File: src/hw/rtl/ddodo_pkg.sv
//------------------------------------------------------------------------------
// ddodo_pkg: shared types and constants for the odometry update block
// Fixed-point constants, register indexes, CORDIC arctangent table and
// the state type of the update sequencer.
//------------------------------------------------------------------------------
package ddodo_pkg;

	localparam int CordicSteps = 16;
	localparam int AtanLen     = 30;
	localparam int StepW       = 5;

	localparam logic signed [31:0] PiQ28     = 32'sd843314857;
	localparam logic signed [31:0] TwoPiQ28  = 32'sd1686629713;
	localparam logic signed [31:0] HalfPiQ28 = 32'sd421657428;
	localparam logic signed [33:0] GainQ30   = 34'sd652032874;

	localparam logic [1:0] REG_DIST  = 2'd0;
	localparam logic [1:0] REG_ANGLE = 2'd1;
	localparam logic [1:0] REG_IPER  = 2'd2;

	// multiply sequence selector
	typedef enum logic [2:0] {
		MUL_HEAD, MUL_DIST, MUL_DX, MUL_DY, MUL_LIN, MUL_ANG
	} mul_sel_t;

	typedef enum logic [2:0] {
		ST_IDLE, ST_MUL, ST_REDUCE, ST_CORDIC, ST_DONE
	} state_t;

	function automatic logic signed [31:0] atan_q28(input logic [StepW-1:0] i);
		logic signed [31:0] r;
		begin
			case (i)
				5'd0: r = 32'sd210828714;
				5'd1: r = 32'sd124459457;
				5'd2: r = 32'sd65760959;
				5'd3: r = 32'sd33381290;
				5'd4: r = 32'sd16755422;
				5'd5: r = 32'sd8385879;
				5'd6: r = 32'sd4193963;
				5'd7: r = 32'sd2097109;
				5'd8: r = 32'sd1048571;
				5'd9: r = 32'sd524287;
				default: r = (i >= 5'd29) ? 32'sd0 : (32'sd1 <<< (5'd28 - i));
			endcase
			return r;
		end
	endfunction

endpackage

File: src/hw/rtl/diff_drive_odometry_update.sv
//------------------------------------------------------------------------------
// diff_drive_odometry_update: differential-drive odometry integrator
// Heading, position and velocity update from wheel encoder counts.
//------------------------------------------------------------------------------
// One item per transfer, one result per item. Each product runs through a
// shift-and-add multiplier that takes one 2-bit multiplier digit per cycle and
// stops once the remaining digits are zero. A product is loaded, stepped
// through its multiplier digits and finished; the heading and distance
// products have a 32-bit scale, x and y a 22-bit sine/cosine and the
// velocities a 16-bit rate. The angle reduction adds or subtracts 2*pi from
// the mid-interval heading, one step per cycle, until it lies within +-pi,
// then sets up the CORDIC. The CORDIC runs CordicSteps rotations, one per
// cycle; the x, y and velocity products follow, and the last state, ST_DONE,
// writes the output register. The result waits in an output register; a new
// item is taken once the previous update has been written to it, even while
// that result is still waiting. The last cycle of an update holds until the
// output register is free.
//------------------------------------------------------------------------------
module diff_drive_odometry_update
	import ddodo_pkg::*;
(
	input  logic        clk,
	input  logic        arst_n,
	input  logic        s_axis_tvalid,
	output logic        s_axis_tready,
	// [14:0] right_count, [29:15] left_count, [31:30] right_dir, [33:32] left_dir
	input  logic [39:0] s_axis_tdata,
	output logic        m_axis_tvalid,
	input  logic        m_axis_tready,
	// [47:0] pos_x, [95:48] pos_y, [127:96] heading,
	// [159:128] linear_velocity, [191:160] angular_velocity
	output logic [191:0] m_axis_tdata,
	input  logic        cfg_valid,
	output logic        cfg_ready,
	input  logic [1:0]  cfg_index,
	input  logic [31:0] cfg_data
);

	// configuration
	logic [31:0] dist_q, angle_q;
	logic [15:0] iper_q;

	assign cfg_ready = 1'b1;

	always_ff @(posedge clk or negedge arst_n) begin
		if (!arst_n) begin
			dist_q  <= 32'd322960;
			angle_q <= 32'd413391;
			iper_q  <= 16'd200;
		end else if (cfg_valid) begin
			case (cfg_index)
				REG_DIST:  dist_q  <= cfg_data;
				REG_ANGLE: angle_q <= cfg_data;
				REG_IPER:  iper_q  <= cfg_data[15:0];
				default: ;
			endcase
		end
	end

	state_t state_q, state_d;
	mul_sel_t sel_q;
	logic out_valid_q;
	logic [191:0] out_data_q;
	logic out_load;

	// item registers
	logic signed [17:0] dd2_q, dth_q;
	logic signed [63:0] x_acc_q, y_acc_q; // low 48 bits kept
	logic signed [31:0] head_q;
	logic signed [63:0] oi_q, dist18_q, mid_q;
	logic signed [63:0] cx_q, cy_q, cz_q;
	logic               flip_q;
	logic [StepW-1:0]   it_q;
	logic signed [31:0] lin_q, ang_q;

	// serial multiplier: acc += a * digit, a shifted left two bits each cycle
	logic signed [63:0] ma_q;      // multiplicand, shifting
	logic [63:0]        mb_q;      // multiplier magnitude bits, shifting
	logic               mneg_q;    // negate result at end
	logic signed [63:0] macc_q;
	logic [5:0]         mcnt_q;

	// decode of input
	logic [14:0] rc, lc;
	logic [1:0] rd, ld;
	logic signed [17:0] sum, dif, dd2_n, dth_n;
	assign rc = s_axis_tdata[14:0];
	assign lc = s_axis_tdata[29:15];
	assign rd = s_axis_tdata[31:30];
	assign ld = s_axis_tdata[33:32];
	assign sum = 18'(rc) + 18'(lc);
	assign dif = 18'(rc) - 18'(lc);

	always_comb begin
		dd2_n = '0;
		dth_n = '0;
		if (rd == 2'd1 && ld == 2'd1) begin
			dd2_n = sum; dth_n = dif;
		end else if (rd[1] && ld[1]) begin
			dd2_n = -sum; dth_n = -dif;
		end else if (rd[1] && ld == 2'd1) begin
			dd2_n = -dif; dth_n = -sum;
		end else if (rd == 2'd1 && ld[1]) begin
			dd2_n = dif; dth_n = sum;
		end
	end

	logic s_acc;
	assign s_axis_tready = (state_q == ST_IDLE);
	assign s_acc = s_axis_tvalid && s_axis_tready;

	// last cycle writes the output register once it is free
	assign out_load = (state_q == ST_DONE) && (!out_valid_q || m_axis_tready);

	function automatic logic signed [63:0] rnd(input logic signed [63:0] v,
			input logic [4:0] s);
		logic signed [63:0] t;
		begin
			t = v + (64'sd1 <<< (s - 5'd1));
			return t >>> s;
		end
	endfunction

	function automatic logic signed [31:0] sat(input logic signed [63:0] v);
		begin
			if (v > 64'sd2147483647) return 32'sh7FFFFFFF;
			else if (v < -64'sd2147483648) return 32'sh80000000;
			else return v[31:0];
		end
	endfunction

	// operand set-up for each product (signed a, signed b)
	logic signed [63:0] op_a, op_b;
	logic signed [63:0] c21, s21;
	assign c21 = rnd(flip_q ? -cx_q : cx_q, 5'd9);
	assign s21 = rnd(flip_q ? -cy_q : cy_q, 5'd9);

	always_comb begin
		unique case (sel_q)
			MUL_HEAD: begin op_a = 64'(dth_q); op_b = $signed({32'd0, angle_q}); end
			MUL_DIST: begin op_a = 64'(dd2_q); op_b = $signed({32'd0, dist_q}); end
			MUL_DX:   begin op_a = dist18_q;   op_b = c21; end
			MUL_DY:   begin op_a = dist18_q;   op_b = s21; end
			MUL_LIN:  begin op_a = dist18_q;   op_b = $signed({48'd0, iper_q}); end
			MUL_ANG:  begin op_a = oi_q;       op_b = $signed({48'd0, iper_q}); end
			default:  begin op_a = '0;         op_b = '0; end
		endcase
	end

	logic mul_start, mul_done;
	logic signed [63:0] mprod;
	assign mul_done = (state_q == ST_MUL) && (mcnt_q == 6'd0) && !mul_start;
	assign mprod = mneg_q ? -macc_q : macc_q;

	logic signed [63:0] h_sum;
	assign h_sum = 64'(head_q) + oi_q;

	// CORDIC step
	logic signed [63:0] xs, ys;
	assign xs = cx_q >>> it_q;
	assign ys = cy_q >>> it_q;

	logic mul_go_q;
	assign mul_start = mul_go_q;

	always_comb begin
		state_d = state_q;
		unique case (state_q)
			ST_IDLE:   if (s_acc) state_d = ST_MUL;
			ST_MUL:    if (mul_done && sel_q == MUL_DIST) state_d = ST_REDUCE;
			           else if (mul_done && sel_q == MUL_ANG) state_d = ST_DONE;
			ST_REDUCE: if (mid_q <= 64'(PiQ28) && mid_q >= -64'(PiQ28)) state_d = ST_CORDIC;
			ST_CORDIC: if (it_q == StepW'(CordicSteps - 1)) state_d = ST_MUL;
			ST_DONE:   if (!out_valid_q || m_axis_tready) state_d = ST_IDLE;
			default:   state_d = ST_IDLE;
		endcase
	end

	always_ff @(posedge clk or negedge arst_n) begin
		if (!arst_n) begin
			state_q     <= ST_IDLE;
			out_valid_q <= 1'b0;
			x_acc_q     <= '0;
			y_acc_q     <= '0;
			head_q      <= '0;
			sel_q       <= MUL_HEAD;
			mcnt_q      <= '0;
			mul_go_q    <= 1'b0;
		end else begin
			state_q  <= state_d;
			mul_go_q <= 1'b0;
			if (m_axis_tvalid && m_axis_tready) out_valid_q <= 1'b0;
			if (s_acc) begin
				dd2_q    <= dd2_n;
				dth_q    <= dth_n;
				sel_q    <= MUL_HEAD;
				mul_go_q <= 1'b1;
			end
			if (mul_go_q) begin
				// load multiplier with magnitudes
				ma_q   <= op_a[63] ? -op_a : op_a;
				mb_q   <= op_b[63] ? 64'(-op_b) : 64'(op_b);
				mneg_q <= op_a[63] ^ op_b[63];
				macc_q <= '0;
				mcnt_q <= 6'd32;
			end else if (mcnt_q != 6'd0) begin
				macc_q <= macc_q + (mb_q[0] ? ma_q : 64'sd0) + (mb_q[1] ? (ma_q <<< 1) : 64'sd0);
				ma_q   <= ma_q <<< 2;
				mb_q   <= mb_q >> 2;
				mcnt_q <= (mb_q[63:2] == '0) ? 6'd0 : mcnt_q - 6'd1;
			end
			if (mul_done) begin
				unique case (sel_q)
					MUL_HEAD: begin
						oi_q  <= rnd(mprod, 5'd4);
						sel_q <= MUL_DIST;
						mul_go_q <= 1'b1;
					end
					MUL_DIST: begin
						dist18_q <= rnd(mprod, 5'd7);
						mid_q    <= 64'(head_q) + rnd(oi_q, 5'd1);
						if (h_sum > 64'(PiQ28)) head_q <= 32'(h_sum - 64'(TwoPiQ28));
						else if (h_sum < -64'(PiQ28)) head_q <= 32'(h_sum + 64'(TwoPiQ28));
						else head_q <= h_sum[31:0];
					end
					MUL_DX: begin
						x_acc_q <= 64'(48'(x_acc_q + rnd(mprod, 5'd23)));
						sel_q <= MUL_DY; mul_go_q <= 1'b1;
					end
					MUL_DY: begin
						y_acc_q <= 64'(48'(y_acc_q + rnd(mprod, 5'd23)));
						sel_q <= MUL_LIN; mul_go_q <= 1'b1;
					end
					MUL_LIN: begin
						lin_q <= sat(rnd(mprod, 5'd2));
						sel_q <= MUL_ANG; mul_go_q <= 1'b1;
					end
					MUL_ANG: begin
						ang_q <= sat(rnd(mprod, 5'd4));
					end
					default: ;
				endcase
			end
			if (state_q == ST_REDUCE) begin
				// remainder by repeated subtraction toward zero, then fold
				if (mid_q > 64'(TwoPiQ28) - 64'sd1) mid_q <= mid_q - 64'(TwoPiQ28);
				else if (mid_q < -64'(TwoPiQ28) + 64'sd1) mid_q <= mid_q + 64'(TwoPiQ28);
				else if (mid_q > 64'(PiQ28)) mid_q <= mid_q - 64'(TwoPiQ28);
				else if (mid_q < -64'(PiQ28)) mid_q <= mid_q + 64'(TwoPiQ28);
				else begin
					cx_q <= 64'(GainQ30);
					cy_q <= '0;
					it_q <= '0;
					if (mid_q > 64'(HalfPiQ28)) begin
						cz_q <= mid_q - 64'(PiQ28); flip_q <= 1'b1;
					end else if (mid_q < -64'(HalfPiQ28)) begin
						cz_q <= mid_q + 64'(PiQ28); flip_q <= 1'b1;
					end else begin
						cz_q <= mid_q; flip_q <= 1'b0;
					end
				end
			end
			if (state_q == ST_CORDIC) begin
				if (!cz_q[63]) begin
					cx_q <= cx_q - ys; cy_q <= cy_q + xs;
					cz_q <= cz_q - 64'(atan_q28(it_q));
				end else begin
					cx_q <= cx_q + ys; cy_q <= cy_q - xs;
					cz_q <= cz_q + 64'(atan_q28(it_q));
				end
				it_q <= it_q + 1'b1;
				if (it_q == StepW'(CordicSteps - 1)) begin
					sel_q <= MUL_DX; mul_go_q <= 1'b1;
				end
			end
			if (out_load) begin
				out_valid_q <= 1'b1;
				out_data_q  <= {ang_q, lin_q, head_q, y_acc_q[47:0], x_acc_q[47:0]};
			end
		end
	end

	assign m_axis_tvalid = out_valid_q;
	assign m_axis_tdata  = out_data_q;

`ifndef SYNTHESIS
	a_no_accept_busy: assert property (@(posedge clk) disable iff (!arst_n)
		(state_q != ST_IDLE) |-> !s_axis_tready) else $error("accept while busy");
	a_done_valid: assert property (@(posedge clk) disable iff (!arst_n)
		(state_q == ST_DONE) |=> m_axis_tvalid) else $error("result lost");
	a_hold: assert property (@(posedge clk) disable iff (!arst_n)
		(m_axis_tvalid && !m_axis_tready) |=> $stable(m_axis_tdata))
		else $error("result changed while stalled");
`endif

endmodule
File: config.mk
export PLATFORM = sky130hd
export DESIGN_NAME = diff_drive_odometry_update
export DESIGN_NICKNAME = d
export VERILOG_FILES = /design/src/hw/rtl/ddodo_pkg.sv /design/src/hw/rtl/diff_drive_odometry_update.sv
export SDC_FILE = /design/constraint.sdc
export NUM_CORES = 2
export LEC_CHECK = 0
export BUFFER_PORTS_ARGS = -buffer_cell sky130_fd_sc_hd__clkbuf_2
export CELL_PAD_IN_SITES_DETAIL_PLACEMENT = 1
export CELL_PAD_IN_SITES_GLOBAL_PLACEMENT = 2
export CORE_UTILIZATION = 25
export DETAILED_ROUTE_END_ITERATION = 10
export GPL_TIMING_DRIVEN = 0
export HOLD_SLACK_MARGIN = 0.06
export PLACE_DENSITY_LB_ADDON = 0.08
export SLEW_MARGIN = 10
export SYNTH_ARGS = -nofsm -noshare
export SYNTH_HDL_FRONTEND = slang
export SYNTH_SLANG_ARGS = --single-unit
File: constraint.sdc
create_clock -name clk -period 25.4 [get_ports clk]
set_clock_uncertainty 0.15 [all_clocks]
set_input_delay 5.08 -clock clk [delete_from_list [all_inputs] [get_ports clk]]
set_output_delay 5.08 -clock clk [all_outputs]
set_load 0.05 [all_outputs]
Word level (Yosys, flattened, before mapping)
Cells that the tools add are included.
{"block": "word_totals", "register_bits": 1086, "in_bits": 79, "output_inout_bits": 195, "elab_cells": 256}
{"block": "op_classes", "n_addsub": 37, "n_lt_le_gt_ge": 15, "n_eq_ne": 32, "shifts": 3, "mux": 91, "bitwise_logic": 5, "reduce_logical": 45}
{"operator": "2-to-1 mux 64 bit", "count": 42}
{"operator": "negator 64 bit", "count": 5}
{"operator": "case mux 32 bit (10 select lines)", "count": 1}
{"operator": "case mux 64 bit (5 select lines)", "count": 1}
{"operator": "2-to-1 mux 32 bit", "count": 9}
{"operator": "adder 64 bit", "count": 4}
{"operator": "case mux 64 bit (4 select lines)", "count": 1}
{"operator": "adder 64 x 10 -> 64 bit (second input constant)", "count": 2}
{"operator": ">>> shifter 64 x 5 -> 64 bit", "count": 2}
{"operator": "subtractor 64 bit", "count": 2}
{"operator": "2-to-1 mux 18 bit", "count": 7}
{"operator": "adder 32 x 60 -> 61 bit", "count": 2}
{"operator": "adder 48 x 41 -> 48 bit", "count": 2}
{"operator": "adder 64 x 24 -> 64 bit (second input constant)", "count": 1}
{"operator": "adder 64 x 3 -> 64 bit (second input constant)", "count": 1}
{"operator": "adder 64 x 31 -> 64 bit (second input constant)", "count": 1}
{"operator": "adder 64 x 32 -> 64 bit", "count": 1}
{"operator": "adder 64 x 32 -> 64 bit (second input constant)", "count": 1}
{"operator": "adder 64 x 5 -> 64 bit (second input constant)", "count": 1}
{"operator": "adder 64 x 8 -> 64 bit (second input constant)", "count": 1}
{"operator": ">= comparator 64 x 31 -> 1 bit (second input constant)", "count": 1}
{"operator": "> comparator 64 x 30 -> 1 bit (second input constant)", "count": 1}
{"operator": "> comparator 64 x 31 -> 1 bit (second input constant)", "count": 1}
{"operator": "> comparator 64 x 32 -> 1 bit (second input constant)", "count": 1}
{"operator": "other kinds (62)", "count": 137}

Logic depth before layout (Yosys ltp)
{"block": "depth", "depth_word": 9, "mapped_depth": 42, "ltp_nobuf": 34}

Worst setup path before layout
Ideal clock, no wire load.
{"block": "synth_timing", "kind": "input to register", "startpoint": "input m_axis_tready", "endpoint": "register out_data_q[0] (netlist: m_axis_tdata[0]), enable pin", "setup_ns": 0.751, "t_arrival_ns": 13.277, "required_time_ns": 24.499, "slack_ns": 11.222, "cell_stages": 3, "path_buffers": 0, "cell_sequence": "nand2b_1 > nand2_1 > nor2_1"}
{"block": "synth_via", "elab_chain_cells": 3}
{"element": "start, declared", "line_no": "diff_drive_odometry_update.sv:29", "rtl": "input logic m_axis_tready,"}
{"element": "logical OR 1 bit", "line_no": "diff_drive_odometry_update.sv:113", "rtl": "assign out_load = (state_q == ST_DONE) && (!out_valid_q || m_axis_tready);"}
{"element": "logical AND 1 bit", "line_no": "diff_drive_odometry_update.sv:113"}
{"element": "AND reduction 2 bit (no source line)"}
{"element": "end signal, assigned", "line_no": "diff_drive_odometry_update.sv:278", "rtl": "out_data_q <= {ang_q, lin_q, head_q, y_acc_q[47:0], x_acc_q[47:0]};"}
{"element": "end, declared", "line_no": "diff_drive_odometry_update.sv:63", "rtl": "logic [191:0] out_data_q;"}
No other way between the ends.
A chain may end at the register's enable or synchronous reset.

Final worst setup path
{"block": "layout_timing", "startpoint": "register it_q[0]", "endpoint": "register cz_q[62] (data pin)"}
{"block": "layout_via", "elab_chain_cells": 9, "word_cells_on_any_way": 23, "cone_classes": "add/sub (3); order compare (1); eq/ne (9); shift (1); mux (8); reduce/logical (1)"}
{"element": "start, declared", "line_no": "diff_drive_odometry_update.sv:73", "rtl": "logic [StepW-1:0] it_q;"}
{"element": "start signal, assigned", "line_no": "diff_drive_odometry_update.sv:271", "rtl": "it_q <= it_q + 1'b1;"}
{"element": "subtractor 5 bit", "line_no": "ddodo_pkg.sv:44", "rtl": "default: r = (i >= 5'd29) ? 32'sd0 : (32'sd1 <<< (5'd28 - i));"}
{"element": "<<< shifter 2 x 5 -> 32 bit", "line_no": "ddodo_pkg.sv:44"}
{"element": "2-to-1 mux 32 bit", "line_no": "ddodo_pkg.sv:44"}
{"element": "case mux 32 bit (10 select lines) (*)", "line_no": "ddodo_pkg.sv:33", "rtl": "case (i)"}
{"element": "2-to-1 mux 32 bit", "line_no": "diff_drive_odometry_update.sv:264", "rtl": "if (!cz_q[63]) begin"}
{"element": "2-to-1 mux 32 bit", "line_no": "diff_drive_odometry_update.sv:263", "rtl": "if (state_q == ST_CORDIC) begin"}
{"element": "subtractor 64 x 32 -> 64 bit or adder 64 x 32 -> 64 bit (tied branches)", "line_no": "diff_drive_odometry_update.sv:266, diff_drive_odometry_update.sv:269"}
{"element": "2-to-1 mux 64 bit (*)", "line_no": "diff_drive_odometry_update.sv:264"}
{"element": "2-to-1 mux 64 bit (*)", "line_no": "diff_drive_odometry_update.sv:263"}
{"element": "end signal, assigned", "line_no": "diff_drive_odometry_update.sv:266", "rtl": "cz_q <= cz_q - 64'(atan_q28(it_q));"}
{"element": "end signal, assigned", "line_no": "diff_drive_odometry_update.sv:269", "rtl": "cz_q <= cz_q + 64'(atan_q28(it_q));"}
{"element": "end, declared", "line_no": "diff_drive_odometry_update.sv:71", "rtl": "logic signed [63:0] cx_q, cy_q, cz_q;"}
Every way passes the cells marked *; elsewhere a longest branch is shown, timed or not. The select of a mux whose other input is x is not followed.

==> reports/results.ini <==
[layout]
multi_input_comb_area_mm2=0.0687
syn_to_final_growth_pct=14.1
fin_nets=13004
register_area_mm2=0.0315
final_area_mm2=0.118
final-instance-count-excl-fill=17938
drive_gt1_share_pct=10.0
fill_cells=48086

[clock_tree]
cts_max_level=4
clk_path_buf_depth=4
postCtsHoldBufs=0
path_clk_slew_ns=0.06
post_cts_buffers=0
cts_tree=yes
clk_latency_ns=0.91
cts_root_buf=clkbuf_16
numCtsBuffers=157
cts_resized=0
cts_sinks=1085

[placed_design]
place_ws_ns=12.04
dp_hpwl_um=465000
placedInstanceArea_mm2=0.113
dp_cells=17636
port_buffers=266
place_congestion=0.963

[pwr]
p_int_mw=5.53
clkPwrFrac_pct=23.0
p_leak_nw=44.0
power_frac_comb_pct=51.2
powerDensity_mw_per_mm2=86.5
p_sw_share_pct=46.0
seq_power_share_pct=25.8
irDropWorstVdd_mv=0.0619
p_total_mw=10.2
p_switching_mw=4.71

[logic_synthesis]
synth_edf_count=863
synth_warnings=0
syn-cell-area_mm2=0.104
synthFlopType=edfxtp_1
syn_inst=11845
seq_area_frac_synth_pct=30.4
syn_avg_cell_area_um2=8.76
synth_seq_cells=1085
synthDistinctLibCells=110
synth_top_cell_area_share_pct=25.0
synth.area.top_cells=edfxtp_1, xnor2_1, ha_1
async_reset_ff_share_pct=20.5
yosysTopAreaCell=edfxtp_1

[sta]
worst_slew_pin_slew_ns=1.38
relSlewSlack_pct=7.83
fin_crit_sh_pct=52.5
hold_viol_final=0
tns_ns=0
report.final.slew_viol_count=0
setup_viol=0
rsz0062_at_grt=false
period_needed_ns=13.34
fmax_ghz=0.0749
setup_ws_ns=12.06

[critical_path]
required_ns=25.78
critical_path_depth=40
worstPathMaxFanout=10
cp-start-kind=flip-flop
worstSetupPathType=flip-flop to flip-flop
ff2ff_path_depth=40
worst-path-buf-inv=10
crit_arrival_ns=13.72
critPathTopFamily=buffers and inverters
crit_path_max_incr_delay_ns=0.66
crit_slowest_cell=clkbuf_1
endpoint_kind=flip-flop

[grt]
grt_pass1_wl_um=797000
overflow=0
antenna_found_initial=37
grt_start_max_net_pins=85
grt_pass1_vias=102092
grt_usage_pct=26.5

[detailed_routing]
viasPerCell=5.51
antenna_left=0
dr.pass1.iters=5
drc=0
drt_iter0_markers=7030
via_count=98806
wl_um=571000
avgRoutedWirePerCell_um=31.8

[min_path]
hold_class=flip-flop to flip-flop
whs_path_depth=0

[die]
die_height_um=646
die_w_um=646
top_level_ports=274
rows=236
die_area_mm2=0.418
coreArea_mm2=0.413
initial_utilization_pct=25.1

[run]
cap_violations=0

[status]
outcome=complete, no violations

worst reg2reg max path: cells and delay by family (launching register included):
kind / cells / cell delay [ns]
fa+ha+maj: 3 / 1.10
compound gates: 12 / 4.01
simple gates: 14 / 3.15
flops: 1 / 0.40
xor+xnor: 1 / 0.13
buf+inv: 10 / 4.10
layer usage:
metal	wire length, um	global-route usage, %	share of wire, %
met2	270000	44.9	47
met4	29700	12.0	5.2
met5	21	0	0.0037
met3	22500	2.67	4.0
met1	248000	33.9	43
registers in the layout (all words and copies together), names as in the netlist, 6 cells and up:
register,flops
lin_q,32
dist_q,32
dist18_q,57
macc_q,64
cx_q,64
mid_q,64
y_acc_q,48
ang_q,32
mb_q,64
iper_q,16
oi_q,60
m_axis_tdata,192
x_acc_q,48
dth_q,17
dd2_q,18
cz_q,64
head_q,32
mcnt_q,6
ma_q,64
cy_q,64
angle_q,32
Yosys cell counts, types with 221 or more instances:
library cell	count
ha_1	532
inv_1	306
edfxtp_1	863
a21o_1	285
xor2_1	527
nand2_1	1083
nand3_1	305
o21ai_0	710
nor3_1	290
and2_1	221
nor2_1	1028
a21oi_1	948
clkbuf_1	551
xnor2_1	776
mux2_2	246
area by class of cell:
type / count / share of cell area (%)
inverters: 315 / 0.999
clock inverters: 83 / 0.859
multi-input cells: 9771 / 58.0
well taps: 5474 / 5.78
repair buffers: 316 / 1.82
diodes: 22 / 0.0465
plain buffers: 675 / 2.23
flip-flops and latches: 1085 / 26.6
clock buffers: 197 / 3.61
power groups by stage:
stage / registers (mW) / clock network, mW / logic (mW)
after global routing: 2.68 / 2.47 / 5.72
after global placement: 2.71 / 0 / 5.17
after floorplan: 2.60 / 0 / 3.38
after detailed placement: 2.69 / 0 / 5.24
after CTS: 2.66 / 2.43 / 5.28
final: 2.65 / 2.35 / 5.24
path summary, 6_finish.rpt:
kind | startpoint | slack, ns | end
max in group asynchronous | arst_n | 19.99 | m_axis_tvalid
setup reg to reg | it_q[0] | 12.06 | cz_q[62]
setup / recovery | it_q[0] | 12.06 | cz_q[62]
min in group asynchronous | arst_n | 3.88 | x_acc_q[13]
hold reg to reg | ang_q[5] | 0.27 | m_axis_tdata[165]
hold / removal | ang_q[5] | 0.27 | m_axis_tdata[165]
cell usage in the layout (no fill, tap or decap), drive strengths merged, types with 187 or more instances in the layout:
cell type | Yosys | routed
clkbuf | 555 | 1020
edfxtp | 863 | 863
and2 | 223 | 223
ha | 532 | 532
xnor2 | 776 | 776
dfrtp | 198 | 198
o21ai | 796 | 796
xor2 | 528 | 528
mux2 | 246 | 246
mux4 | 187 | 187
a21o | 285 | 285
nor2 | 1030 | 1030
nand3 | 305 | 305
inv | 307 | 322
nor3 | 294 | 294
a21oi | 948 | 948
nand2 | 1085 | 1085
cells by family (layout without fill, tap and decap cells):
family	after synthesis	after routing	share of synthesized area [%]
AND/OR/NAND/NOR	3971	3971	18.7
multiplexers	611	611	8.44
XOR/XNOR	1304	1304	11.0
other	2	25	0.00724
buffers and inverters	990	1586	3.66
flip-flops	1085	1085	30.4
adder cells (fa/ha/maj)	604	604	7.80
AO/OA/AOI/OAI	3278	3278	20.1
metrics by stage:
stage                     hold WS, ns  util [%]
final                           0.268      28.7
after global routing            0.272      28.7
after floorplan                 0.250         -
after global placement          0.258      27.1
after CTS                       0.269      28.6
after detailed placement        0.256      27.4
No activity file was read; power rests on OpenSTA's default activity.
